File: src/hw/rtl/tat_pkg.sv
// Shared types, constants and the arctangent table for the tilt angle unit.
`default_nettype none

package tat_pkg;

  // Angle accumulator width, in 1/65536 degree, with sign and headroom.
  localparam int ZW          = 26;
  localparam int ATAN_W      = 22;
  localparam int IDX_W       = 5;
  localparam int TABLE_LEN   = 24;
  localparam int TILT_W      = 16;
  localparam int LIMIT_W     = 15;
  localparam int ANGLE_MAX   = 23040;
  localparam int ROUND_HALF  = 128;
  localparam int FRAC_DROP   = 8;
  localparam int PADDR_W     = 3;
  localparam int PDATA_W     = 32;

  localparam logic [LIMIT_W-1:0] LIMIT_RESET    = 15'd1280;
  localparam logic               REG_TILT_LIMIT = 1'b0;

  typedef enum logic [2:0] {
    ST_IDLE,
    ST_SQ_A,
    ST_SQ_B,
    ST_ROOT_GO,
    ST_ROOT_WAIT,
    ST_ROT_GO,
    ST_ROT_WAIT,
    ST_FINISH
  } tat_state_e;

  // atan(2^-i) in degrees times 65536, rounded.
  function automatic logic [ATAN_W-1:0] atan_lut(input logic [IDX_W-1:0] idx);
    logic [ATAN_W-1:0] v;
    case (idx)
      5'd0:    v = 22'd2949120;
      5'd1:    v = 22'd1740967;
      5'd2:    v = 22'd919879;
      5'd3:    v = 22'd466945;
      5'd4:    v = 22'd234379;
      5'd5:    v = 22'd117304;
      5'd6:    v = 22'd58666;
      5'd7:    v = 22'd29335;
      5'd8:    v = 22'd14668;
      5'd9:    v = 22'd7334;
      5'd10:   v = 22'd3667;
      5'd11:   v = 22'd1833;
      5'd12:   v = 22'd917;
      5'd13:   v = 22'd458;
      5'd14:   v = 22'd229;
      5'd15:   v = 22'd115;
      5'd16:   v = 22'd57;
      5'd17:   v = 22'd29;
      5'd18:   v = 22'd14;
      5'd19:   v = 22'd7;
      5'd20:   v = 22'd4;
      5'd21:   v = 22'd2;
      5'd22:   v = 22'd1;
      default: v = 22'd0;
    endcase
    return v;
  endfunction

endpackage

`default_nettype wire

File: src/hw/rtl/accel_tilt_angle_warning_unit.sv
// Top level of the accelerometer tilt angle and warning unit.
// A valid sample takes both angles through the square root and CORDIC units in turn; an
// invalid one goes straight to the result register. No new sample is taken until then.
// The square root and CORDIC units are shared by both angles and each resolves one bit or
// one rotation per cycle.
// Reset clears the held angles and the sequencer and sets tilt_limit to 5 degrees.
`default_nettype none

module accel_tilt_angle_warning_unit import tat_pkg::*; #(
  parameter int CORDIC_STEPS = 16,
  parameter int SAMPLE_BITS  = 16
) (
  input  wire logic                                     clk_i,
  input  wire logic                                     rst_ni,
  input  wire logic                                     s_axis_tvalid,
  output logic                                          s_axis_tready,
  // accel_x, accel_y, accel_z from the lowest bit up, zero padded to bytes.
  input  wire logic [((3*SAMPLE_BITS+7)/8)*8-1:0]       s_axis_tdata,
  // sample_valid.
  input  wire logic [0:0]                               s_axis_tuser,
  output logic                                          m_axis_tvalid,
  input  wire logic                                     m_axis_tready,
  // tilt_x, tilt_y from the lowest bit up.
  output logic [2*TILT_W-1:0]                           m_axis_tdata,
  // tilt_valid, warning from the lowest bit up.
  output logic [1:0]                                    m_axis_tuser,
  input  wire logic                                     psel,
  input  wire logic                                     penable,
  input  wire logic                                     pwrite,
  input  wire logic [PADDR_W-1:0]                       paddr,
  input  wire logic [PDATA_W-1:0]                       pwdata,
  output logic [PDATA_W-1:0]                            prdata,
  output logic                                          pready
);

  localparam int SB    = SAMPLE_BITS;
  localparam int SQW   = 2 * SB;
  localparam int RADW  = SQW + 16;
  localparam int ROOTW = RADW / 2;
  localparam int XW    = SB + 12;

  tat_state_e state_q, state_d;

  logic signed [SB-1:0]     ax_q, ay_q, az_q;
  logic                     valid_q;
  logic                     sel_q;
  logic [SQW-1:0]           acc_q;
  logic [LIMIT_W-1:0]       limit_q;
  logic signed [TILT_W-1:0] held_x_q, held_y_q;

  logic signed [TILT_W-1:0] out_tx_q, out_ty_q;
  logic                     out_vld_q, out_warn_q, m_valid_q;

  logic                     accept;
  logic                     out_load;
  logic                     sqrt_start, sqrt_done;
  logic                     rot_start, rot_done;
  logic [ROOTW-1:0]         root;
  logic signed [TILT_W-1:0] angle;

  logic signed [SB-1:0]     a_sel, mul_op;
  logic signed [SQW-1:0]    prod;
  logic signed [SB:0]       num;
  logic signed [XW-1:0]     x0, y0;
  logic [TILT_W-1:0]        abs_x, abs_y;
  logic                     warn;
  logic                     cfg_wr;

  assign accept = s_axis_tvalid && s_axis_tready;

  // Operand selection: the first angle uses (ay; ax, az), the second (-ax; ay, az).
  assign a_sel  = sel_q ? ay_q : ax_q;
  assign mul_op = (state_q == ST_SQ_A) ? a_sel : az_q;
  assign prod   = mul_op * mul_op;
  assign num    = sel_q ? -{ax_q[SB-1], ax_q} : {ay_q[SB-1], ay_q};
  assign x0     = {{(XW-ROOTW){1'b0}}, root};
  assign y0     = {{(XW-SB-9){num[SB]}}, num, 8'h00};

  tat_sqrt #(.RW(RADW)) u_sqrt (
    .clk_i      (clk_i),
    .rst_ni     (rst_ni),
    .start_i    (sqrt_start),
    .radicand_i ({acc_q, 16'h0000}),
    .root_o     (root),
    .done_o     (sqrt_done)
  );

  tat_cordic #(.XW(XW), .STEPS(CORDIC_STEPS)) u_cordic (
    .clk_i   (clk_i),
    .rst_ni  (rst_ni),
    .start_i (rot_start),
    .x0_i    (x0),
    .y0_i    (y0),
    .angle_o (angle),
    .done_o  (rot_done)
  );

  always_comb begin
    state_d       = state_q;
    s_axis_tready = 1'b0;
    sqrt_start    = 1'b0;
    rot_start     = 1'b0;
    out_load      = 1'b0;
    case (state_q)
      ST_IDLE: begin
        s_axis_tready = 1'b1;
        if (s_axis_tvalid) begin
          state_d = s_axis_tuser[0] ? ST_SQ_A : ST_FINISH;
        end
      end
      ST_SQ_A:    state_d = ST_SQ_B;
      ST_SQ_B:    state_d = ST_ROOT_GO;
      ST_ROOT_GO: begin
        sqrt_start = 1'b1;
        state_d    = ST_ROOT_WAIT;
      end
      ST_ROOT_WAIT: begin
        if (sqrt_done) begin
          state_d = ST_ROT_GO;
        end
      end
      ST_ROT_GO: begin
        rot_start = 1'b1;
        state_d   = ST_ROT_WAIT;
      end
      ST_ROT_WAIT: begin
        if (rot_done) begin
          state_d = sel_q ? ST_FINISH : ST_SQ_A;
        end
      end
      ST_FINISH: begin
        if (!m_valid_q || m_axis_tready) begin
          out_load = 1'b1;
          state_d  = ST_IDLE;
        end
      end
      default: state_d = ST_IDLE;
    endcase
  end

  always_ff @(posedge clk_i or negedge rst_ni) begin
    if (!rst_ni) begin
      state_q <= ST_IDLE;
    end else begin
      state_q <= state_d;
    end
  end

  // Sample and working registers.
  always_ff @(posedge clk_i) begin
    if (accept) begin
      ax_q    <= s_axis_tdata[SB-1:0];
      ay_q    <= s_axis_tdata[2*SB-1:SB];
      az_q    <= s_axis_tdata[3*SB-1:2*SB];
      valid_q <= s_axis_tuser[0];
    end
    if (state_q == ST_SQ_A) begin
      acc_q <= $unsigned(prod);
    end else if (state_q == ST_SQ_B) begin
      acc_q <= acc_q + $unsigned(prod);
    end
  end

  always_ff @(posedge clk_i or negedge rst_ni) begin
    if (!rst_ni) begin
      sel_q    <= 1'b0;
      held_x_q <= '0;
      held_y_q <= '0;
    end else begin
      if (accept) begin
        sel_q <= 1'b0;
      end else if (state_q == ST_ROT_WAIT && rot_done) begin
        sel_q <= 1'b1;
        if (sel_q) begin
          held_y_q <= angle;
        end else begin
          held_x_q <= angle;
        end
      end
    end
  end

  assign abs_x = held_x_q[TILT_W-1] ? -held_x_q : held_x_q;
  assign abs_y = held_y_q[TILT_W-1] ? -held_y_q : held_y_q;
  assign warn  = valid_q && ((abs_x > {1'b0, limit_q}) || (abs_y > {1'b0, limit_q}));

  // Result register: a finished result waits here while the next sample is taken.
  always_ff @(posedge clk_i or negedge rst_ni) begin
    if (!rst_ni) begin
      m_valid_q <= 1'b0;
    end else if (out_load) begin
      m_valid_q <= 1'b1;
    end else if (m_axis_tready) begin
      m_valid_q <= 1'b0;
    end
  end

  always_ff @(posedge clk_i) begin
    if (out_load) begin
      out_tx_q   <= held_x_q;
      out_ty_q   <= held_y_q;
      out_vld_q  <= valid_q;
      out_warn_q <= warn;
    end
  end

  assign m_axis_tvalid = m_valid_q;
  assign m_axis_tdata  = {out_ty_q, out_tx_q};
  assign m_axis_tuser  = {out_warn_q, out_vld_q};

  // Configuration port.
  assign cfg_wr = psel && penable && pwrite && pready && (paddr[2] == REG_TILT_LIMIT);

  always_ff @(posedge clk_i or negedge rst_ni) begin
    if (!rst_ni) begin
      limit_q <= LIMIT_RESET;
    end else if (cfg_wr) begin
      limit_q <= pwdata[LIMIT_W-1:0];
    end
  end

  assign pready = 1'b1;
  assign prdata = (paddr[2] == REG_TILT_LIMIT) ? {{(PDATA_W-LIMIT_W){1'b0}}, limit_q} : '0;

  // The sequencer leaves idle on every accepted sample.
  a_busy_after_accept: assert property (@(posedge clk_i) disable iff (!rst_ni)
    s_axis_tvalid && s_axis_tready |=> !s_axis_tready)
    else $error("input accepted twice in a row");

  a_warn_needs_valid: assert property (@(posedge clk_i) disable iff (!rst_ni)
    m_axis_tvalid |-> (!m_axis_tuser[1] || m_axis_tuser[0]))
    else $error("warning raised on an invalid sample");

  a_angle_range: assert property (@(posedge clk_i) disable iff (!rst_ni)
    m_axis_tvalid |-> ($signed(m_axis_tdata[15:0]) <= 16'sd23040 &&
                       $signed(m_axis_tdata[15:0]) >= -16'sd23040 &&
                       $signed(m_axis_tdata[31:16]) <= 16'sd23040 &&
                       $signed(m_axis_tdata[31:16]) >= -16'sd23040))
    else $error("tilt angle out of range");

  a_result_follows_finish: assert property (@(posedge clk_i) disable iff (!rst_ni)
    state_q == ST_FINISH && (!m_axis_tvalid || m_axis_tready) |=> m_axis_tvalid)
    else $error("finished result not presented");

endmodule

`default_nettype wire

File: src/hw/rtl/tat_sqrt.sv
// Iterative integer square root, one result bit per cycle.
`default_nettype none

module tat_sqrt import tat_pkg::*; #(
  parameter int RW = 48
) (
  input  wire logic               clk_i,
  input  wire logic               rst_ni,
  input  wire logic               start_i,
  input  wire logic [RW-1:0]      radicand_i,
  output logic      [RW/2-1:0]    root_o,
  output logic                    done_o
);

  localparam int N  = RW / 2;
  localparam int CW = $clog2(N);

  logic [RW-1:0] rad_q, rad_d;
  logic [N:0]    rem_q, rem_d;
  logic [N-1:0]  root_q, root_d;
  logic [CW-1:0] cnt_q, cnt_d;
  logic          busy_q, busy_d;
  logic          done_q, done_d;

  logic [N+1:0]  rem_sh;
  logic [N+1:0]  trial;
  logic [N+1:0]  rem_sub;

  assign rem_sh  = {rem_q[N-1:0], rad_q[RW-1:RW-2]};
  assign trial   = {root_q, 2'b01};
  assign rem_sub = rem_sh - trial;

  always_comb begin
    rad_d  = rad_q;
    rem_d  = rem_q;
    root_d = root_q;
    cnt_d  = cnt_q;
    busy_d = busy_q;
    done_d = 1'b0;
    if (start_i) begin
      rad_d  = radicand_i;
      rem_d  = '0;
      root_d = '0;
      cnt_d  = '0;
      busy_d = 1'b1;
    end else if (busy_q) begin
      rad_d = {rad_q[RW-3:0], 2'b00};
      if (rem_sh >= trial) begin
        rem_d  = rem_sub[N:0];
        root_d = {root_q[N-2:0], 1'b1};
      end else begin
        rem_d  = rem_sh[N:0];
        root_d = {root_q[N-2:0], 1'b0};
      end
      cnt_d = cnt_q + 1'b1;
      if (cnt_q == CW'(N - 1)) begin
        busy_d = 1'b0;
        done_d = 1'b1;
      end
    end
  end

  always_ff @(posedge clk_i or negedge rst_ni) begin
    if (!rst_ni) begin
      busy_q <= 1'b0;
      done_q <= 1'b0;
      cnt_q  <= '0;
    end else begin
      busy_q <= busy_d;
      done_q <= done_d;
      cnt_q  <= cnt_d;
    end
  end

  always_ff @(posedge clk_i) begin
    rad_q  <= rad_d;
    rem_q  <= rem_d;
    root_q <= root_d;
  end

  assign root_o = root_q;
  assign done_o = done_q;

endmodule

`default_nettype wire

File: src/hw/rtl/tat_cordic.sv
// Iterative CORDIC vectoring unit that returns atan2(y, x) in 1/256 degree.
`default_nettype none

module tat_cordic import tat_pkg::*; #(
  parameter int XW    = 28,
  parameter int STEPS = 16
) (
  input  wire logic                     clk_i,
  input  wire logic                     rst_ni,
  input  wire logic                     start_i,
  input  wire logic signed [XW-1:0]     x0_i,
  input  wire logic signed [XW-1:0]     y0_i,
  output logic signed      [TILT_W-1:0] angle_o,
  output logic                          done_o
);

  localparam int NSTEP = (STEPS < TABLE_LEN) ? STEPS : TABLE_LEN;
  localparam logic signed [ZW-1:0] ZMAX = ZW'(ANGLE_MAX);

  logic signed [XW-1:0]  x_q, x_d, y_q, y_d;
  logic signed [XW-1:0]  dx, dy;
  logic signed [ZW-1:0]  z_q, z_d;
  logic signed [ZW-1:0]  atan_z;
  logic signed [ZW-1:0]  z_rnd;
  logic [IDX_W-1:0]      i_q, i_d;
  logic                  zero_q, zero_d;
  logic                  busy_q, busy_d;
  logic                  done_q, done_d;

  assign dx     = y_q >>> i_q;
  assign dy     = x_q >>> i_q;
  assign atan_z = {{(ZW-ATAN_W){1'b0}}, atan_lut(i_q)};

  always_comb begin
    x_d    = x_q;
    y_d    = y_q;
    z_d    = z_q;
    i_d    = i_q;
    zero_d = zero_q;
    busy_d = busy_q;
    done_d = 1'b0;
    if (start_i) begin
      x_d    = x0_i;
      y_d    = y0_i;
      z_d    = '0;
      i_d    = '0;
      zero_d = (y0_i == '0);
      busy_d = 1'b1;
    end else if (busy_q) begin
      if (y_q > 0) begin
        x_d = x_q + dx;
        y_d = y_q - dy;
        z_d = z_q + atan_z;
      end else begin
        x_d = x_q - dx;
        y_d = y_q + dy;
        z_d = z_q - atan_z;
      end
      i_d = i_q + 1'b1;
      if (i_q == IDX_W'(NSTEP - 1)) begin
        busy_d = 1'b0;
        done_d = 1'b1;
      end
    end
  end

  always_ff @(posedge clk_i or negedge rst_ni) begin
    if (!rst_ni) begin
      busy_q <= 1'b0;
      done_q <= 1'b0;
      i_q    <= '0;
    end else begin
      busy_q <= busy_d;
      done_q <= done_d;
      i_q    <= i_d;
    end
  end

  always_ff @(posedge clk_i) begin
    x_q    <= x_d;
    y_q    <= y_d;
    z_q    <= z_d;
    zero_q <= zero_d;
  end

  // Round half up to 1/256 degree, then clamp to plus or minus 90 degrees; a zero y input gives zero.
  assign z_rnd = (z_q + ZW'(ROUND_HALF)) >>> FRAC_DROP;

  always_comb begin
    if (zero_q) begin
      angle_o = '0;
    end else if (z_rnd > ZMAX) begin
      angle_o = ZMAX[TILT_W-1:0];
    end else if (z_rnd < -ZMAX) begin
      angle_o = TILT_W'(-ZMAX);
    end else begin
      angle_o = z_rnd[TILT_W-1:0];
    end
  end

  assign done_o = done_q;

endmodule

`default_nettype wire

File: config.mk
export PLATFORM = sky130hd
export DESIGN_NAME = accel_tilt_angle_warning_unit
export DESIGN_NICKNAME = d
export VERILOG_FILES = /design/src/hw/rtl/tat_pkg.sv /design/src/hw/rtl/accel_tilt_angle_warning_unit.sv /design/src/hw/rtl/tat_sqrt.sv /design/src/hw/rtl/tat_cordic.sv
export SDC_FILE = /design/constraint.sdc
export NUM_CORES = 2
export LEC_CHECK = 0
export BUFFER_PORTS_ARGS = -buffer_cell sky130_fd_sc_hd__buf_4
export CELL_PAD_IN_SITES_DETAIL_PLACEMENT = 0
export CELL_PAD_IN_SITES_GLOBAL_PLACEMENT = 1
export CORE_ASPECT_RATIO = 0.75
export CORE_MARGIN = 2
export CORE_UTILIZATION = 40
export DETAILED_ROUTE_END_ITERATION = 6
export GPL_TIMING_DRIVEN = 0
export PLACE_DENSITY = 0.72
export SETUP_SLACK_MARGIN = 0.1
export SLEW_MARGIN = 20
export SYNTH_ARGS = -nofsm -noshare
export SYNTH_HDL_FRONTEND = slang
export SYNTH_SLANG_ARGS = --single-unit
export TNS_END_PERCENT = 1
File: constraint.sdc
create_clock -name clk_i -period 16.7 [get_ports clk_i]
set_clock_uncertainty 0.15 [all_clocks]
set_input_delay 0.835 -clock clk_i [delete_from_list [all_inputs] [get_ports clk_i]]
set_output_delay 0.835 -clock clk_i [all_outputs]
set_load 0.005 [all_outputs]
==> metrics <==
Avg Cell Area, Syn 9.10 sq um; Detail Route Antenna Nets 0; Area contributors post-synth edfxtp_1 16%, fa_1 13%, ha_1 9.3%, dfxtp_1 4.8%, inv_1 4.8%; actual slew at the worst max-slew pin 1130 ps; FF-to-FF Start sel_q$_DFFE_PN0P_; Pre-antenna DRT Iters 6; violation count after the first detailed-route iteration 2,887; fmax 0.0824 GHz; leading area contributor after synthesis edfxtp_1; Worst Path Arrival 12,330 ps; Total Power 2.03 mW; worst reg2reg path depth 35; PwrDens 50.3 nW/um^2; worst reg2reg setup slack 4560 ps; layout cell share with drive strength beyond 1 9.99%; Cell Rows 95; Die Width 351 um; Yosys top cell area share 16.0%; largest net degree at the start of global routing 67; Worst-path clk slew 60 ps; total track usage 24.2%; CTS Buffer Depth 3; number of max-cap violations 0; async set-or-reset flop fraction in the synthesized netlist 19.2%; layout net count 4,750; Post-Route Setup TNS 0 ps; DR vias 29,702; Hold Violations, Final 0; Crit-path slowest cell a2111oi_1; vias in the first global route 28,365; Worst R2R End acc_q[28]$_DFFE_PP_; Hold Slack 226 ps; Cells after Synth 3,963; ys flop type edfxtp_1; CP Launch Type register; fillers 8,849; DR WL/cell 20.8 um; DRT met1 WL 54,100 um; max-slew violation count 0; Slew HR 24.8%; most used cell, CP fa_1; latest clock arrival within the worst-skew pair 630 ps; sequential element share of the synthesized area 25.3%; dpl hpwl 89,600 um; Residual DRC 0; CTS tree yes; Tcrit/Tclk final 72.7%; Cell variety after synth 90; initial antenna violation count 2; Post-synth top cells 457 x inv_1, 406 x nand2_1, 343 x nor2_1; Worst EP required 16,890 ps; initial core utilization 40.3%; Crit. End Element register; die footprint 92,600 sq um; first-pass GRT wire length 173,000 um; post-CTS setup buffer count 0; grt ovf 0; uppermost layer routed met4; die height 264 um; IO Count 160; number of synthesized flops with an enable pin 192; final critical-path required period 12,140 ps; VDD IR max 58.6 uV; YS warnings 0; vias per cell 5.50; CTS sink count 344; final core utilization 45.0%; Setup violations, final 0; CP max FO 10; Core Footprint 89,500 sq um; Synth Register Bits 344; maximum level of the CTS H-tree 2; routability congestion estimate 0.990; Crit path largest cell delay 770 ps; Area growth syn-to-layout 11.7%; met3 routed WL 9270 um; Clock Tree Root clkbuf_16; RSZ-0062 raised after global routing no; Hold Crit Class input port to asynchronous set/reset pin; Diodes inserted 0; Crit Path Category register to register; routed wl met2 47,200 um; leakage 17.0 nW; mapped cell area 36,100 sq um; port bufs 122; post-cts resize count 0; number of CTS-inserted buffers 43; status completed; most numerous cell in the Yosys netlist inv_1; Hold-fix buffers, CTS 0; wirelength, routed 112,000 um
cells in the final DEF, fill, tap and decap left out, drive strengths merged, types with 60 or more instances in the layout:
cell,count
inv,465
dfrtp,64
nor2,345
dfxtp,86
xnor2,172
o21ai,206
nor3,67
nand2,406
clkbuf,163
buf,194
ha,269
mux2i,118
a21o,71
mux2,60
fa,240
a21oi,250
mux4,70
xor2,102
edfxtp,192
how the worst max path moves through the flow:
stage | startpoint | to | slack (ps)
floorplan | sel_q$_DFFE_PN0P_ | acc_q[28]$_DFFE_PP_ | 6720
global placement | sel_q$_DFFE_PN0P_ | acc_q[28]$_DFFE_PP_ | 3800
detailed placement | sel_q$_DFFE_PN0P_ | acc_q[28]$_DFFE_PP_ | 4200
CTS | sel_q$_DFFE_PN0P_ | acc_q[28]$_DFFE_PP_ | 4160
global route | sel_q$_DFFE_PN0P_ | acc_q[28]$_DFFE_PP_ | 3700
finish | sel_q$_DFFE_PN0P_ | acc_q[28]$_DFFE_PP_ | 4560
cells by family after synthesis:
group                    share of synthesized area, %
adder cells (fa/ha/maj)                          22.6
AO/OA/AOI/OAI                                    14.5
flip-flops                                       25.3
buffers and inverters                            7.32
other                                          0.0208
AND/OR/NAND/NOR                                  14.0
multiplexers                                     9.57
XOR/XNOR                                         6.65
layout make-up:
cell class	instances	area, sq um	share of cell area [%]
multi-input combinational	2990	24400	60.5
sequential	344	9140	22.7
inverter	465	1750	4.34
tap	1212	1520	3.77
clock buffer	51	1140	2.82
timing repair buffer	126	1020	2.53
buffer	180	896	2.22
clock inverter	28	435	1.08
state kept, by name, summed over array words and instances (netlist names), 3 cells and up:
signal / cells
out_tx_q: 16
limit_q: 15
held_y_q: 16
u_sqrt.rem_q: 24
out_ty_q: 16
u_sqrt.cnt_q: 5
u_cordic.z_q: 26
u_sqrt.rad_q: 32
u_cordic.y_q: 28
u_sqrt.root_o: 24
u_cordic.x_q: 28
az_q: 16
ax_q: 16
ay_q: 16
held_x_q: 16
u_cordic.i_q: 5
state_q: 3
acc_q: 32
worst max-delay path, delay by kind of cell, from the launching register on:
| kind | cells | cell delay, ps |
|---|---|---|
| AO/OA/AOI/OAI | 11 | 3620 |
| adder cells (fa/ha/maj) | 8 | 3620 |
| buffers and inverters | 8 | 2110 |
| AND/OR/NAND/NOR | 4 | 1020 |
| multiplexers | 2 | 620 |
| flip-flops | 1 | 440 |
| XOR/XNOR | 2 | 340 |
power by group:
group	total [mW]	internal (mW)	switching, mW
clock	1.05	0.621	0.427
sequential	0.902	0.898	0.00392
combinational	0.0776	0.0396	0.0379
total	2.03	1.56	0.469
metrics by stage:
stage	area, sq um	instances	setup slack [ps]
floorplan	36100	3979	6720
global placement	38600	5313	3800
detailed placement	38700	5317	4200
CTS	40300	5396	4160
global route	40300	5396	3700
finish	40300	5396	4560
routing by layer:
metal  GRT usage, %  vias to the layer above
met1           37.1                    14474
met5              0                        -
met4           4.33                        0
met3           5.23                      124
li1               -                    14098
met2           34.9                     1006
Note: power is estimated with default switching activity, not from simulation.
